**src/hdl/fbfl_pkg.sv**
```systemverilog
// Shared widths, codes and control structures of the fixed block free list allocator.
`default_nettype none

package fbfl_pkg;

	localparam int OP_W     = 1;
	localparam int BLK_W    = 8;
	localparam int STATUS_W = 2;
	localparam int COUNT_W  = 9;
	localparam int POOL_W   = 9;

	localparam logic [OP_W-1:0] OP_ALLOC   = 1'b0;
	localparam logic [OP_W-1:0] OP_RELEASE = 1'b1;

	localparam logic [STATUS_W-1:0] ST_OK    = 2'd0;
	localparam logic [STATUS_W-1:0] ST_EMPTY = 2'd1;
	localparam logic [STATUS_W-1:0] ST_NONE  = 2'd2;
	localparam logic [STATUS_W-1:0] ST_BAD   = 2'd3;

	// Commands from the operation stage to the free list.
	typedef struct packed {
		logic              relink;
		logic              pop;
		logic              push;
		logic [BLK_W-1:0]  blk;
		logic [POOL_W-1:0] pool_blocks;
	} fl_cmd_t;

	// Free list status as seen by the operation stage. Blocks below fresh have
	// been handed out from the counter since the last relink.
	typedef struct packed {
		logic              empty;
		logic [POOL_W-1:0] head;
		logic [POOL_W-1:0] fresh;
	} fl_stat_t;

endpackage

`default_nettype wire

```
**src/hdl/fbfl_req_if.sv**
```systemverilog
// Request channel carrying one allocate or release operation per transfer.
`default_nettype none

interface fbfl_req_if import fbfl_pkg::*; ();

	logic             valid;
	logic             ready;
	logic [OP_W-1:0]  operation;
	logic [BLK_W-1:0] block_index;

	modport source (output valid, output operation, output block_index, input ready);
	modport sink   (input valid, input operation, input block_index, output ready);

endinterface

`default_nettype wire

```
**src/hdl/fbfl_rsp_if.sv**
```systemverilog
// Response channel carrying one result per operation.
`default_nettype none

interface fbfl_rsp_if import fbfl_pkg::*; ();

	logic                valid;
	logic                ready;
	logic [BLK_W-1:0]    granted_index;
	logic [STATUS_W-1:0] status;
	logic [COUNT_W-1:0]  used_count;
	logic                was_occupied;

	modport source (output valid, output granted_index, output status, output used_count,
		output was_occupied, input ready);
	modport sink   (input valid, input granted_index, input status, input used_count,
		input was_occupied, output ready);

endinterface

`default_nettype wire

```
**src/hdl/fbfl_free_list.sv**
```systemverilog
// LIFO free list: a stack of released blocks in front of the never-allocated blocks.
`default_nettype none

module fbfl_free_list import fbfl_pkg::*; #(
	parameter int POOL_DEPTH = 256
) (
	input  wire logic clk,
	input  wire logic arst_n,
	input  fl_cmd_t   cmd,
	output fl_stat_t  stat
);

	localparam int STK_DEPTH = (POOL_DEPTH < 256) ? POOL_DEPTH : 256;
	localparam int BLK_CNT   = (POOL_DEPTH < 511) ? POOL_DEPTH : 511;
	localparam int IDX_W     = $clog2(STK_DEPTH);
	localparam int SP_W      = $clog2(STK_DEPTH + 1);
	localparam int CNT_W     = $clog2(BLK_CNT + 1);

	// The top two stack entries live in registers; the rest sit in the memory,
	// and the third entry is read ahead every cycle so that pops can follow
	// one another without a gap.
	logic [IDX_W-1:0] stk_mem [STK_DEPTH];
	logic [IDX_W-1:0] top_q;
	logic [IDX_W-1:0] nxt_q;
	logic [IDX_W-1:0] rd_q;
	logic [SP_W-1:0]  sp_q;
	logic [CNT_W-1:0] fresh_q;

	logic [SP_W-1:0]  sp_d;
	logic [SP_W-1:0]  rd_ptr;
	logic [SP_W-1:0]  wr_ptr;
	logic             stk_pop;
	logic             fresh_pop;

	assign stk_pop   = cmd.pop && (sp_q != '0);
	assign fresh_pop = cmd.pop && (sp_q == '0);

	assign stat.empty = (sp_q == '0) && (POOL_W'(fresh_q) >= cmd.pool_blocks);
	assign stat.head  = (sp_q != '0) ? POOL_W'(top_q) : POOL_W'(fresh_q);
	assign stat.fresh = POOL_W'(fresh_q);

	always_comb begin
		if (cmd.relink) begin
			sp_d = '0;
		end else if (stk_pop) begin
			sp_d = sp_q - SP_W'(1);
		end else if (cmd.push) begin
			sp_d = sp_q + SP_W'(1);
		end else begin
			sp_d = sp_q;
		end
	end

	assign rd_ptr = sp_d - SP_W'(3);
	assign wr_ptr = sp_q - SP_W'(1);

	always_ff @(posedge clk or negedge arst_n) begin
		if (!arst_n) begin
			sp_q    <= '0;
			fresh_q <= '0;
		end else begin
			sp_q <= sp_d;
			if (cmd.relink) begin
				fresh_q <= '0;
			end else if (fresh_pop) begin
				fresh_q <= fresh_q + CNT_W'(1);
			end
		end
	end

	always_ff @(posedge clk) begin
		if (cmd.push) begin
			top_q <= cmd.blk[IDX_W-1:0];
			nxt_q <= top_q;
		end else if (stk_pop) begin
			top_q <= nxt_q;
			nxt_q <= rd_q;
		end
	end

	always_ff @(posedge clk) begin
		if (cmd.push && (sp_q != '0)) begin
			stk_mem[wr_ptr[IDX_W-1:0]] <= top_q;
		end
		rd_q <= stk_mem[rd_ptr[IDX_W-1:0]];
	end

endmodule

`default_nettype wire

```
**src/hdl/fixed_block_free_list_allocator_unit.sv**
```systemverilog
// Top level of the fixed block pool allocator with a LIFO free list.
`default_nettype none

// The unit hands out and takes back block indices of a fixed pool. Each request
// transfer on req is either an allocate, which pops the head of the free list, or
// a release of block_index, which pushes that block so that it is the next one
// handed out. Every request yields exactly one response transfer on rsp with the
// granted block (zero unless an allocate succeeds), a status, the number of
// allocated blocks after the operation and whether block_index was allocated
// before it. An allocate on an empty pool, a release while nothing is allocated,
// and a release of a block that lies beyond the pool or is already free report
// their own status and leave the state untouched. Writing cfg_wdata with cfg_we
// sets the pool size (zero is taken as one, values above the depth as the depth)
// and rebuilds the free list at once, so no clearing pass is needed after reset
// or a write; writes must only be made while no request is in flight. The unit
// takes one request in every cycle while the response side keeps up. Each
// operation is held first in the input register and then in the result
// register. What makes back-to-back allocates possible is the free list itself:
// never-allocated blocks are handed out from a counter, released blocks form a
// stack whose two top entries are kept in registers while the stack memory reads
// the third entry ahead on every cycle. The occupancy bits sit in a memory that
// is read at the request transfer; an entry only counts when its block lies below
// the number of blocks handed out from the counter since the last write, so the
// occupancy memory needs no clearing pass either.
module fixed_block_free_list_allocator_unit import fbfl_pkg::*; #(
	parameter int POOL_DEPTH = 256
) (
	input  wire logic              clk,
	input  wire logic              arst_n,
	input  wire logic              cfg_we,
	input  wire logic [POOL_W-1:0] cfg_wdata,
	fbfl_req_if.sink               req,
	fbfl_rsp_if.source             rsp
);

	// Only blocks below 256 can be named by a release, and a 9-bit pool size
	// never exceeds 511, so the occupancy store and the counts are sized to that.
	localparam int OCC_DEPTH = (POOL_DEPTH < 256) ? POOL_DEPTH : 256;
	localparam int BLK_CNT   = (POOL_DEPTH < 511) ? POOL_DEPTH : 511;
	localparam int IDX_W     = $clog2(OCC_DEPTH);
	localparam int CNT_W     = $clog2(BLK_CNT + 1);
	localparam logic [POOL_W-1:0] POOL_CAP = POOL_W'(BLK_CNT);
	localparam logic [POOL_W-1:0] POOL_RST = POOL_W'((POOL_DEPTH < 256) ? POOL_DEPTH : 256);

	// Configuration and bookkeeping state.
	logic [POOL_W-1:0]    pool_q;
	logic [CNT_W-1:0]     count_q;
	logic                 occ_mem [OCC_DEPTH];

	// Input register.
	logic                 valid_s1;
	logic [OP_W-1:0]      op_s1;
	logic [BLK_W-1:0]     blk_s1;
	logic                 occ_rd_s1;

	// Result register.
	logic                 valid_s2;
	logic [BLK_W-1:0]     granted_s2;
	logic [STATUS_W-1:0]  status_s2;
	logic [COUNT_W-1:0]   used_s2;
	logic                 was_s2;

	fl_cmd_t              cmd;
	fl_stat_t             stat;

	logic                 advance;
	logic [POOL_W-1:0]    pool_wr;
	logic                 blk_in_store;
	logic                 head_in_store;
	logic                 was_occ;
	logic                 do_alloc;
	logic                 do_release;
	logic [BLK_W-1:0]     granted;
	logic [STATUS_W-1:0]  status;
	logic [CNT_W-1:0]     count_d;
	logic                 occ_we;
	logic [IDX_W-1:0]     occ_wa;
	logic                 occ_wd;
	logic [IDX_W-1:0]     occ_ra;

	// The stage moves on when the result register is empty or being drained.
	assign advance   = valid_s1 && (!valid_s2 || rsp.ready);
	assign req.ready = !valid_s1 || advance;

	// Pool size written through the configuration port, clamped into range.
	always_comb begin
		pool_wr = cfg_wdata;
		if (cfg_wdata == '0) begin
			pool_wr = POOL_W'(1);
		end else if (int'(cfg_wdata) > BLK_CNT) begin
			pool_wr = POOL_CAP;
		end
	end

	// A stored occupancy bit is only meaningful once the counter has passed its
	// block; blocks above it have not been handed out since the last write.
	assign blk_in_store  = int'(blk_s1) < OCC_DEPTH;
	assign head_in_store = int'(stat.head) < OCC_DEPTH;
	assign was_occ       = blk_in_store && (POOL_W'(blk_s1) < stat.fresh) && occ_rd_s1;

	// Operation decode. The empty check of a release comes before the block check.
	always_comb begin
		do_alloc   = 1'b0;
		do_release = 1'b0;
		granted    = '0;
		status     = ST_OK;
		count_d    = count_q;
		if (op_s1 == OP_ALLOC) begin
			if (stat.empty) begin
				status = ST_EMPTY;
			end else begin
				do_alloc = 1'b1;
				granted  = stat.head[BLK_W-1:0];
				count_d  = count_q + CNT_W'(1);
			end
		end else begin
			if (count_q == '0) begin
				status = ST_NONE;
			end else if ((POOL_W'(blk_s1) >= pool_q) || !was_occ) begin
				status = ST_BAD;
			end else begin
				do_release = 1'b1;
				count_d    = count_q - CNT_W'(1);
			end
		end
	end

	// Occupancy update of the operation that leaves the input register. The
	// request taken at the same edge sees this update through the bypass.
	assign occ_we = advance && ((do_alloc && head_in_store) || do_release);
	assign occ_wa = do_alloc ? stat.head[IDX_W-1:0] : blk_s1[IDX_W-1:0];
	assign occ_wd = do_alloc;
	assign occ_ra = req.block_index[IDX_W-1:0];

	assign cmd.relink      = cfg_we;
	assign cmd.pop         = advance && do_alloc;
	assign cmd.push        = advance && do_release;
	assign cmd.blk         = blk_s1;
	assign cmd.pool_blocks = pool_q;

	fbfl_free_list #(
		.POOL_DEPTH (POOL_DEPTH)
	) u_free_list (
		.clk    (clk),
		.arst_n (arst_n),
		.cmd    (cmd),
		.stat   (stat)
	);

	always_ff @(posedge clk or negedge arst_n) begin
		if (!arst_n) begin
			pool_q   <= POOL_RST;
			count_q  <= '0;
			valid_s1 <= 1'b0;
			valid_s2 <= 1'b0;
		end else begin
			if (cfg_we) begin
				pool_q  <= pool_wr;
				count_q <= '0;
			end else if (advance) begin
				count_q <= count_d;
			end
			if (req.ready) begin
				valid_s1 <= req.valid;
			end
			if (advance) begin
				valid_s2 <= 1'b1;
			end else if (rsp.ready) begin
				valid_s2 <= 1'b0;
			end
		end
	end

	always_ff @(posedge clk) begin
		if (occ_we) begin
			occ_mem[occ_wa] <= occ_wd;
		end
		if (req.ready && req.valid) begin
			op_s1  <= req.operation;
			blk_s1 <= req.block_index;
			if (occ_we && (occ_wa == occ_ra)) begin
				occ_rd_s1 <= occ_wd;
			end else begin
				occ_rd_s1 <= occ_mem[occ_ra];
			end
		end
		if (advance) begin
			granted_s2 <= granted;
			status_s2  <= status;
			used_s2    <= COUNT_W'(count_d);
			was_s2     <= was_occ;
		end
	end

	assign rsp.valid         = valid_s2;
	assign rsp.granted_index = granted_s2;
	assign rsp.status        = status_s2;
	assign rsp.used_count    = used_s2;
	assign rsp.was_occupied  = was_s2;

endmodule

`default_nettype wire

```
**src/flat_wrapper.sv**
```systemverilog
// flat-port wrapper written by rule: the top's interface ports become plain ports
module fixed_block_free_list_allocator_unit_flat import fbfl_pkg::*;
#(
	parameter int POOL_DEPTH = 256
)
  (clk, arst_n, cfg_we, cfg_wdata, req_valid, req_operation, req_block_index, req_ready, rsp_valid, rsp_granted_index, rsp_status, rsp_used_count, rsp_was_occupied, rsp_ready);
  fbfl_req_if req_i ();
  fbfl_rsp_if rsp_i ();
  input  wire logic clk;
  input  wire logic arst_n;
  input  wire logic cfg_we;
  input  wire logic [POOL_W-1:0] cfg_wdata;
  input wire logic [$bits(req_i.valid)-1:0] req_valid;
  input wire logic [$bits(req_i.operation)-1:0] req_operation;
  input wire logic [$bits(req_i.block_index)-1:0] req_block_index;
  output wire logic [$bits(req_i.ready)-1:0] req_ready;
  output wire logic [$bits(rsp_i.valid)-1:0] rsp_valid;
  output wire logic [$bits(rsp_i.granted_index)-1:0] rsp_granted_index;
  output wire logic [$bits(rsp_i.status)-1:0] rsp_status;
  output wire logic [$bits(rsp_i.used_count)-1:0] rsp_used_count;
  output wire logic [$bits(rsp_i.was_occupied)-1:0] rsp_was_occupied;
  input wire logic [$bits(rsp_i.ready)-1:0] rsp_ready;
  assign req_i.valid = req_valid;
  assign req_i.operation = req_operation;
  assign req_i.block_index = req_block_index;
  assign req_ready = req_i.ready;
  assign rsp_valid = rsp_i.valid;
  assign rsp_granted_index = rsp_i.granted_index;
  assign rsp_status = rsp_i.status;
  assign rsp_used_count = rsp_i.used_count;
  assign rsp_was_occupied = rsp_i.was_occupied;
  assign rsp_i.ready = rsp_ready;
  fixed_block_free_list_allocator_unit #(.POOL_DEPTH(POOL_DEPTH)) u_core (.clk(clk), .arst_n(arst_n), .cfg_we(cfg_we), .cfg_wdata(cfg_wdata), .req(req_i), .rsp(rsp_i));
endmodule
```
**config.mk**
```make
export PLATFORM = sky130hd
export DESIGN_NAME = fixed_block_free_list_allocator_unit_flat
export DESIGN_NICKNAME = d
export VERILOG_FILES = /design/src/hdl/fbfl_pkg.sv /design/src/hdl/fbfl_req_if.sv /design/src/hdl/fbfl_rsp_if.sv /design/src/hdl/fbfl_free_list.sv /design/src/hdl/fixed_block_free_list_allocator_unit.sv /design/src/flat_wrapper.sv
export SDC_FILE = /design/constraint.sdc
export NUM_CORES = 2
export LEC_CHECK = 0
export ABC_AREA = 0
export BUFFER_PORTS_ARGS = -buffer_cell sky130_fd_sc_hd__buf_2
export CORE_ASPECT_RATIO = 0.8
export CORE_MARGIN = 2
export CORE_UTILIZATION = 57
export CTS_CLUSTER_DIAMETER = 50
export DETAILED_ROUTE_END_ITERATION = 16
export HOLD_SLACK_MARGIN = 0.12
export PLACE_DENSITY = 0.76
export SYNTH_ARGS = -nofsm -noshare
export SYNTH_HDL_FRONTEND = slang
export SYNTH_HIERARCHICAL = 1
export SYNTH_SLANG_ARGS = --single-unit
export TNS_END_PERCENT = 50
```
**constraint.sdc**
```tcl
create_clock -name clk -period 9.2 [get_ports clk]
set_clock_uncertainty 0.2 [all_clocks]
set_input_delay 0.92 -clock clk [delete_from_list [all_inputs] [get_ports clk]]
set_output_delay 0.92 -clock clk [all_outputs]
set_load 0.005 [all_outputs]
```
After elaboration in Yosys (flattened, before gate mapping)
Memories as Yosys holds them, arrays and structs flattened. A register that Yosys moved wholly into a read port is not among the register bits.
Cells that the tools add are included.
W data, S select, Z words.
Storage, ports and cells
  bits in registers: 83
  input bits: 23
  memory bits (writable): 2304
  memories kept: 2
  output and inout port bits: 22
  word-level logic and storage cells: 88
Memories
  u_core.u_free_list.stk_mem: depth 256, width 8, read ports 1, clocked after Yosys merged registers in 1, write ports 1, line fbfl_free_list.sv:22  | logic [IDX_W-1:0] stk_mem [STK_DEPTH];
  u_core.occ_mem: depth 256, width 1, read ports 1, clocked after Yosys merged registers in 1, write ports 1, line fixed_block_free_list_allocator_unit.sv:48  | logic occ_mem [OCC_DEPTH];
Cells by class
  multiplexer cells: 34
  add/subtract/negate cells: 6
  reductions and logical operators: 27
  magnitude comparators: 5
Operators with widths (count)
  $mux W9: 14
  $mux W8: 5
  $add A9 B1 Y9 const B: 3
  $logic_not A9 Y1: 3
  $sub A9 B1 Y9 const B: 2
  $mux W1: 12
  $logic_and A1 B1 Y1: 11
  $ge A8 B9 Y1: 1
  $ge A9 B9 Y1: 1
  $gt A9 B9 Y1 const B: 1
  $lt A8 B9 Y1: 1
  $lt A9 B9 Y1 const B: 1
  $reduce_bool A9 Y1: 1
  $reduce_bool A2 Y1: 4
  $sub A8 B2 Y8 const B: 1
  $mux W2: 3
  $logic_or A1 B1 Y1: 4
  $logic_not A1 Y1: 3
  $reduce_or A2 Y1: 1

Logic depth before layout (Yosys ltp)
  word-level depth: 12
  depth in mapped cells: 33
  gate-level depth less buffers: 27

By module
The synthesis kept the hierarchy.
By module, submodules not included
  fbfl_free_list: seq. area each 62590.0 um^2, instances 1, cells each 4129, area an instance 82431.6 um^2
  fixed_block_free_list_allocator_unit: seq. area each 9090.0 um^2, instances 1, cells each 1152, area an instance 14475.1 um^2

Least setup slack after synthesis
No wires, ideal clock.
  path kind: register to register
  start: register u_core.u_free_list.fresh_q[0]
  end: memory u_core.occ_mem[193] (enable)
  arrival: 8.009 ns
  slack: 0.692 ns
  cell stages (with the launch flop): 21
  cells stage by stage: dfrtp_1 -> inv_1 -> ha_1 -> nand2b_1 -> a21o_1 -> a21o_1 -> a21o_1 -> a21o_1 -> a21o_1 -> a21o_1 -> a21o_1 -> a21oi_1 -> nor2_1 -> or2_4 -> inv_2 -> buf_6 -> clkbuf_1 -> a31oi_1 -> nor2_1 -> nand3_1 -> nor2_1
RTL lines
  start, declared: line fbfl_free_list.sv:27  | logic [CNT_W-1:0] fresh_q;
  start signal, assigned: line fbfl_free_list.sv:66  | fresh_q <= fresh_q + CNT_W'(1);
  end, declared: line fixed_block_free_list_allocator_unit.sv:48

==> impl_metrics.py <==
metrics = {
    "timing": {
        "finalCritPeriodShare_pct": 92.0,
        "worstMarginPinSlew_ps": 1540,
        "rsz0062_at_grt": "no",
        "slew_viol_final": 20,
        "setup_viol": 0,
        "fin_crit_ps": 8460,
        "timing_hold_violations_final": 0,
        "max_freq_mhz": 118,
        "slew_headroom_pct": -2.83,
        "fin_tns_setup_ps": 0,
    },
    "drt": {
        "wire_per_inst_um": 31.4,
        "ant_nets": 0,
        "route.final.wire_length_um": 245000,
        "drt_first_pass_iters": 6,
        "num_vias": 52710,
        "vias_per_cell": 6.77,
        "drc": 0,
        "drt_iter0_drc": 9045,
    },
    "clocking": {
        "cts_tree": "done",
        "path_clk_slew_ps": 70,
        "post_cts_buffers": 0,
        "cts_max_level": 4,
        "clkSinkCount": 2396,
        "clock_latency_ps": 870,
        "numCtsBuffers": 216,
        "cts_root_buf": "clkbuf_16",
        "clk_path_buf_depth": 3,
    },
    "die": {
        "initial_utilization_pct": 57.3,
        "core_area_um2": 169000,
        "die_x_um": 465,
        "dieArea_um2": 173000,
        "rows": 135,
        "ios": 45,
        "die_h_um": 373,
    },
    "worst_setup_path": {
        "critPathCaptureType": "flop",
        "cp_max_fo": 22,
        "start_kind": "flop",
        "cp.required_ps": 9770,
        "arrival_ps": 9030,
        "path_class": "reg2reg",
        "reg2reg_depth": 27,
    },
    "logic_synthesis": {
        "synthArstFlopShare_pct": 1.59,
        "netlist_instances": 5281,
        "synth_top_area_share_pct": 72.8,
        "synthTopCellsByCount": "edfxtp_1, nor2_1, mux4_2",
        "postSynthAreaPerCell_um2": 18.4,
        "synth_cell_types": 101,
        "netlist_top_cells_area": "edfxtp_1, mux4_2, nor2_1, nand2_1, mux2i_1",
        "syn-num-nets": 5338,
        "yosysSeqAreaShare_pct": 74.0,
        "yosysWarningCount": 6,
        "synth-edff-count": 2350,
        "yosysMostFrequentCell": "edfxtp_1",
        "netlist_area_um2": 96900,
        "synth_ff_type": "edfxtp_1",
        "ys_seq_elements": 2396,
        "yosys.area.top_type": "edfxtp_1",
    },
    "power": {
        "p_leak_nw": 33.5,
        "comb_power_share_pct": 36.5,
        "p_sw_w": 0.0120,
        "p_seq_share_pct": 37.2,
        "power_w": 0.0339,
        "switching_share_pct": 35.4,
        "p_int_w": 0.0219,
        "p_clk_share_pct": 26.3,
        "irDropWorstVdd_mv": 0.438,
        "cellPowerDensity_nw_per_um2": 318,
    },
    "placed_design": {
        "gp_congestion": 0.878,
        "dp_hpwl_um": 141000,
        "io_buffers": 44,
    },
    "global_route": {
        "grt_max_degree": 234,
        "grt_pass1_wl_um": 358000,
        "grt_pass1_vias": 50841,
        "antenna_found_initial": 11,
        "track_usage_pct": 28.4,
        "overflow": 0,
    },
    "run": {
        "cap_violations": 2,
    },
    "cells_and_area": {
        "area_delta_synth_final_pct": 9.98,
        "fillers": 11138,
        "drive_above_1_share_pct": 19.5,
        "fin_nets": 5398,
    },
    "worst_hold_path": {
        "min_path_cells": 3,
        "hold_path.class": "in2reg",
    },
    "outcome": {
        "failed_checks": "capacitance limit, slew limit",
        "status": "finished with violations",
    },
}
==> flip-flops by register name, indices dropped and copies added (netlist names), 2 cells and up <==
name / flops
u_core/rsp.granted_index: 8
u_core/u_free_list/rd_q: 8
u_core/pool_q: 9
u_core/u_free_list/fresh_q: 9
u_core/count_q: 9
u_core/u_free_list/sp_q: 9
u_core/rsp.status: 2
u_core/occ_mem: 256
u_core/blk_s1: 8
u_core/u_free_list/stk_mem: 2048
u_core/u_free_list/top_q: 8
u_core/u_free_list/nxt_q: 8
u_core/rsp.used_count: 9
==> repair_timing <==
action / CTS / global route
gates resized for setup: 0 / 0
hold buffers: 11 / 0
endpoints found under the hold margin: 47 / 0
==> routing by layer <==
metal  GRT usage (%)  vias to the layer above  part of all wire, %
met5               0                        -                0.036
met4            9.22                       14                  3.2
met3            8.97                      473                   15
met2            40.2                     3904                   45
met1            42.4                    27149                   38
li1                -                    21170                    -
==> worst max-delay path: stages, from the launching register on <==
cell and delay (ps):
dfrtp_1 440, inv_1 100, ha_1 270, nand2b_1 140, a21o_1 190, a21o_1 180
a21o_1 170, a21o_1 160, a21o_1 160, a21o_1 170, a21o_1 170, a21oi_1 140
nor2_1 90, or2_4 350, nor2_1 400, inv_1 210, a21oi_1 430, o21ai_0 250
and2_1 250, ha_4 200, a211oi_1 280, a2111oi_2 160, a211oi_4 1070, nor2_1 730
a32oi_1 480, nand3_1 360, o311ai_1 270, nor4b_2 320
==> per-stage QoR <==
stage	instances	area, um^2	hold WS (ps)	setup slack [ps]	utilization, %
4_1_cts	7780	107000	123	1100	63.0
3_3_place_gp	7370	99400	264	1360	58.8
5_1_grt	7781	107000	177	587	63.0
2_1_floorplan	5281	96900	257	692	-
6_report	7786	107000	191	739	63.0
3_5_place_dp	7371	99500	278	1230	58.8
==> power groups by stage <==
stage	sequential (W)	combinational [W]	clock [W]
2_1_floorplan	0.0131	0.00763	0
3_3_place_gp	0.0129	0.0119	0
3_5_place_dp	0.0129	0.0120	0
4_1_cts	0.0126	0.0121	0.00901
5_1_grt	0.0126	0.0129	0.00943
6_report	0.0126	0.0124	0.00893
==> worst paths after layout <==
path / from / to / slack, ps
max: u_core/u_free_list/fresh_q[0]$_DFFE_PN0P_ / u_core/u_free_list/rd_q[6]$_DFF_P_ / 740
min: cfg_wdata[1] / u_core/pool_q[1]$_DFFE_PN0P_ / 190
max reg2reg: u_core/u_free_list/fresh_q[0]$_DFFE_PN0P_ / u_core/u_free_list/rd_q[6]$_DFF_P_ / 740
max in group asynchronous: arst_n / u_core/u_free_list/sp_q[7]$_DFF_PN0_ / 7580
min in group asynchronous: arst_n / u_core/count_q[6]$_DFFE_PN0P_ / 590
min reg2reg: u_core/valid_s1$_DFFE_PN0N_ / u_core/rsp.valid$_DFFE_PN0P_ / 290
==> final cells by class <==
class	instances	area [um^2]	share of cell area (%)
Antenna cell	5	12.5	0.0117
Clock buffer	269	5740	5.38
Tap cell	2260	2830	2.65
Timing Repair Buffer	156	1320	1.24
Multi-Input combinational cell	2521	23500	22.1
Clock inverter	129	1260	1.19
Sequential cell	2396	71700	67.3
Inverter	50	193	0.181
==> placed cells by master (no fill, tap or decap), types with 44 or more instances in the layout <==
cell / synthesis / routed
inv_1: 48 / 47
mux4_2: 546 / 546
o21ai_0: 44 / 44
nand2_1: 487 / 487
nand3_1: 115 / 115
edfxtp_1: 2350 / 2350
buf_4: 27 / 82
clkbuf_16: 0 / 220
clkinv_1: 0 / 46
clkbuf_1: 155 / 44
mux2i_1: 133 / 132
nor2_1: 589 / 584
a21oi_1: 59 / 59
buf_2: 93 / 44
==> kinds of logic (layout without fill, tap and decap cells) <==
family / after synthesis / in the layout / synth area share, %
mux: 719 / 719 / 14.7
fa+ha+maj: 34 / 34 / 0.439
compound gates: 327 / 327 / 2.46
other cells: 0 / 5 / 0
flops: 2396 / 2396 / 74.0
xor+xnor: 37 / 37 / 0.350
buf+inv: 364 / 604 / 1.82
simple gates: 1404 / 1404 / 6.25
Note: power is estimated with default switching activity, not from simulation.
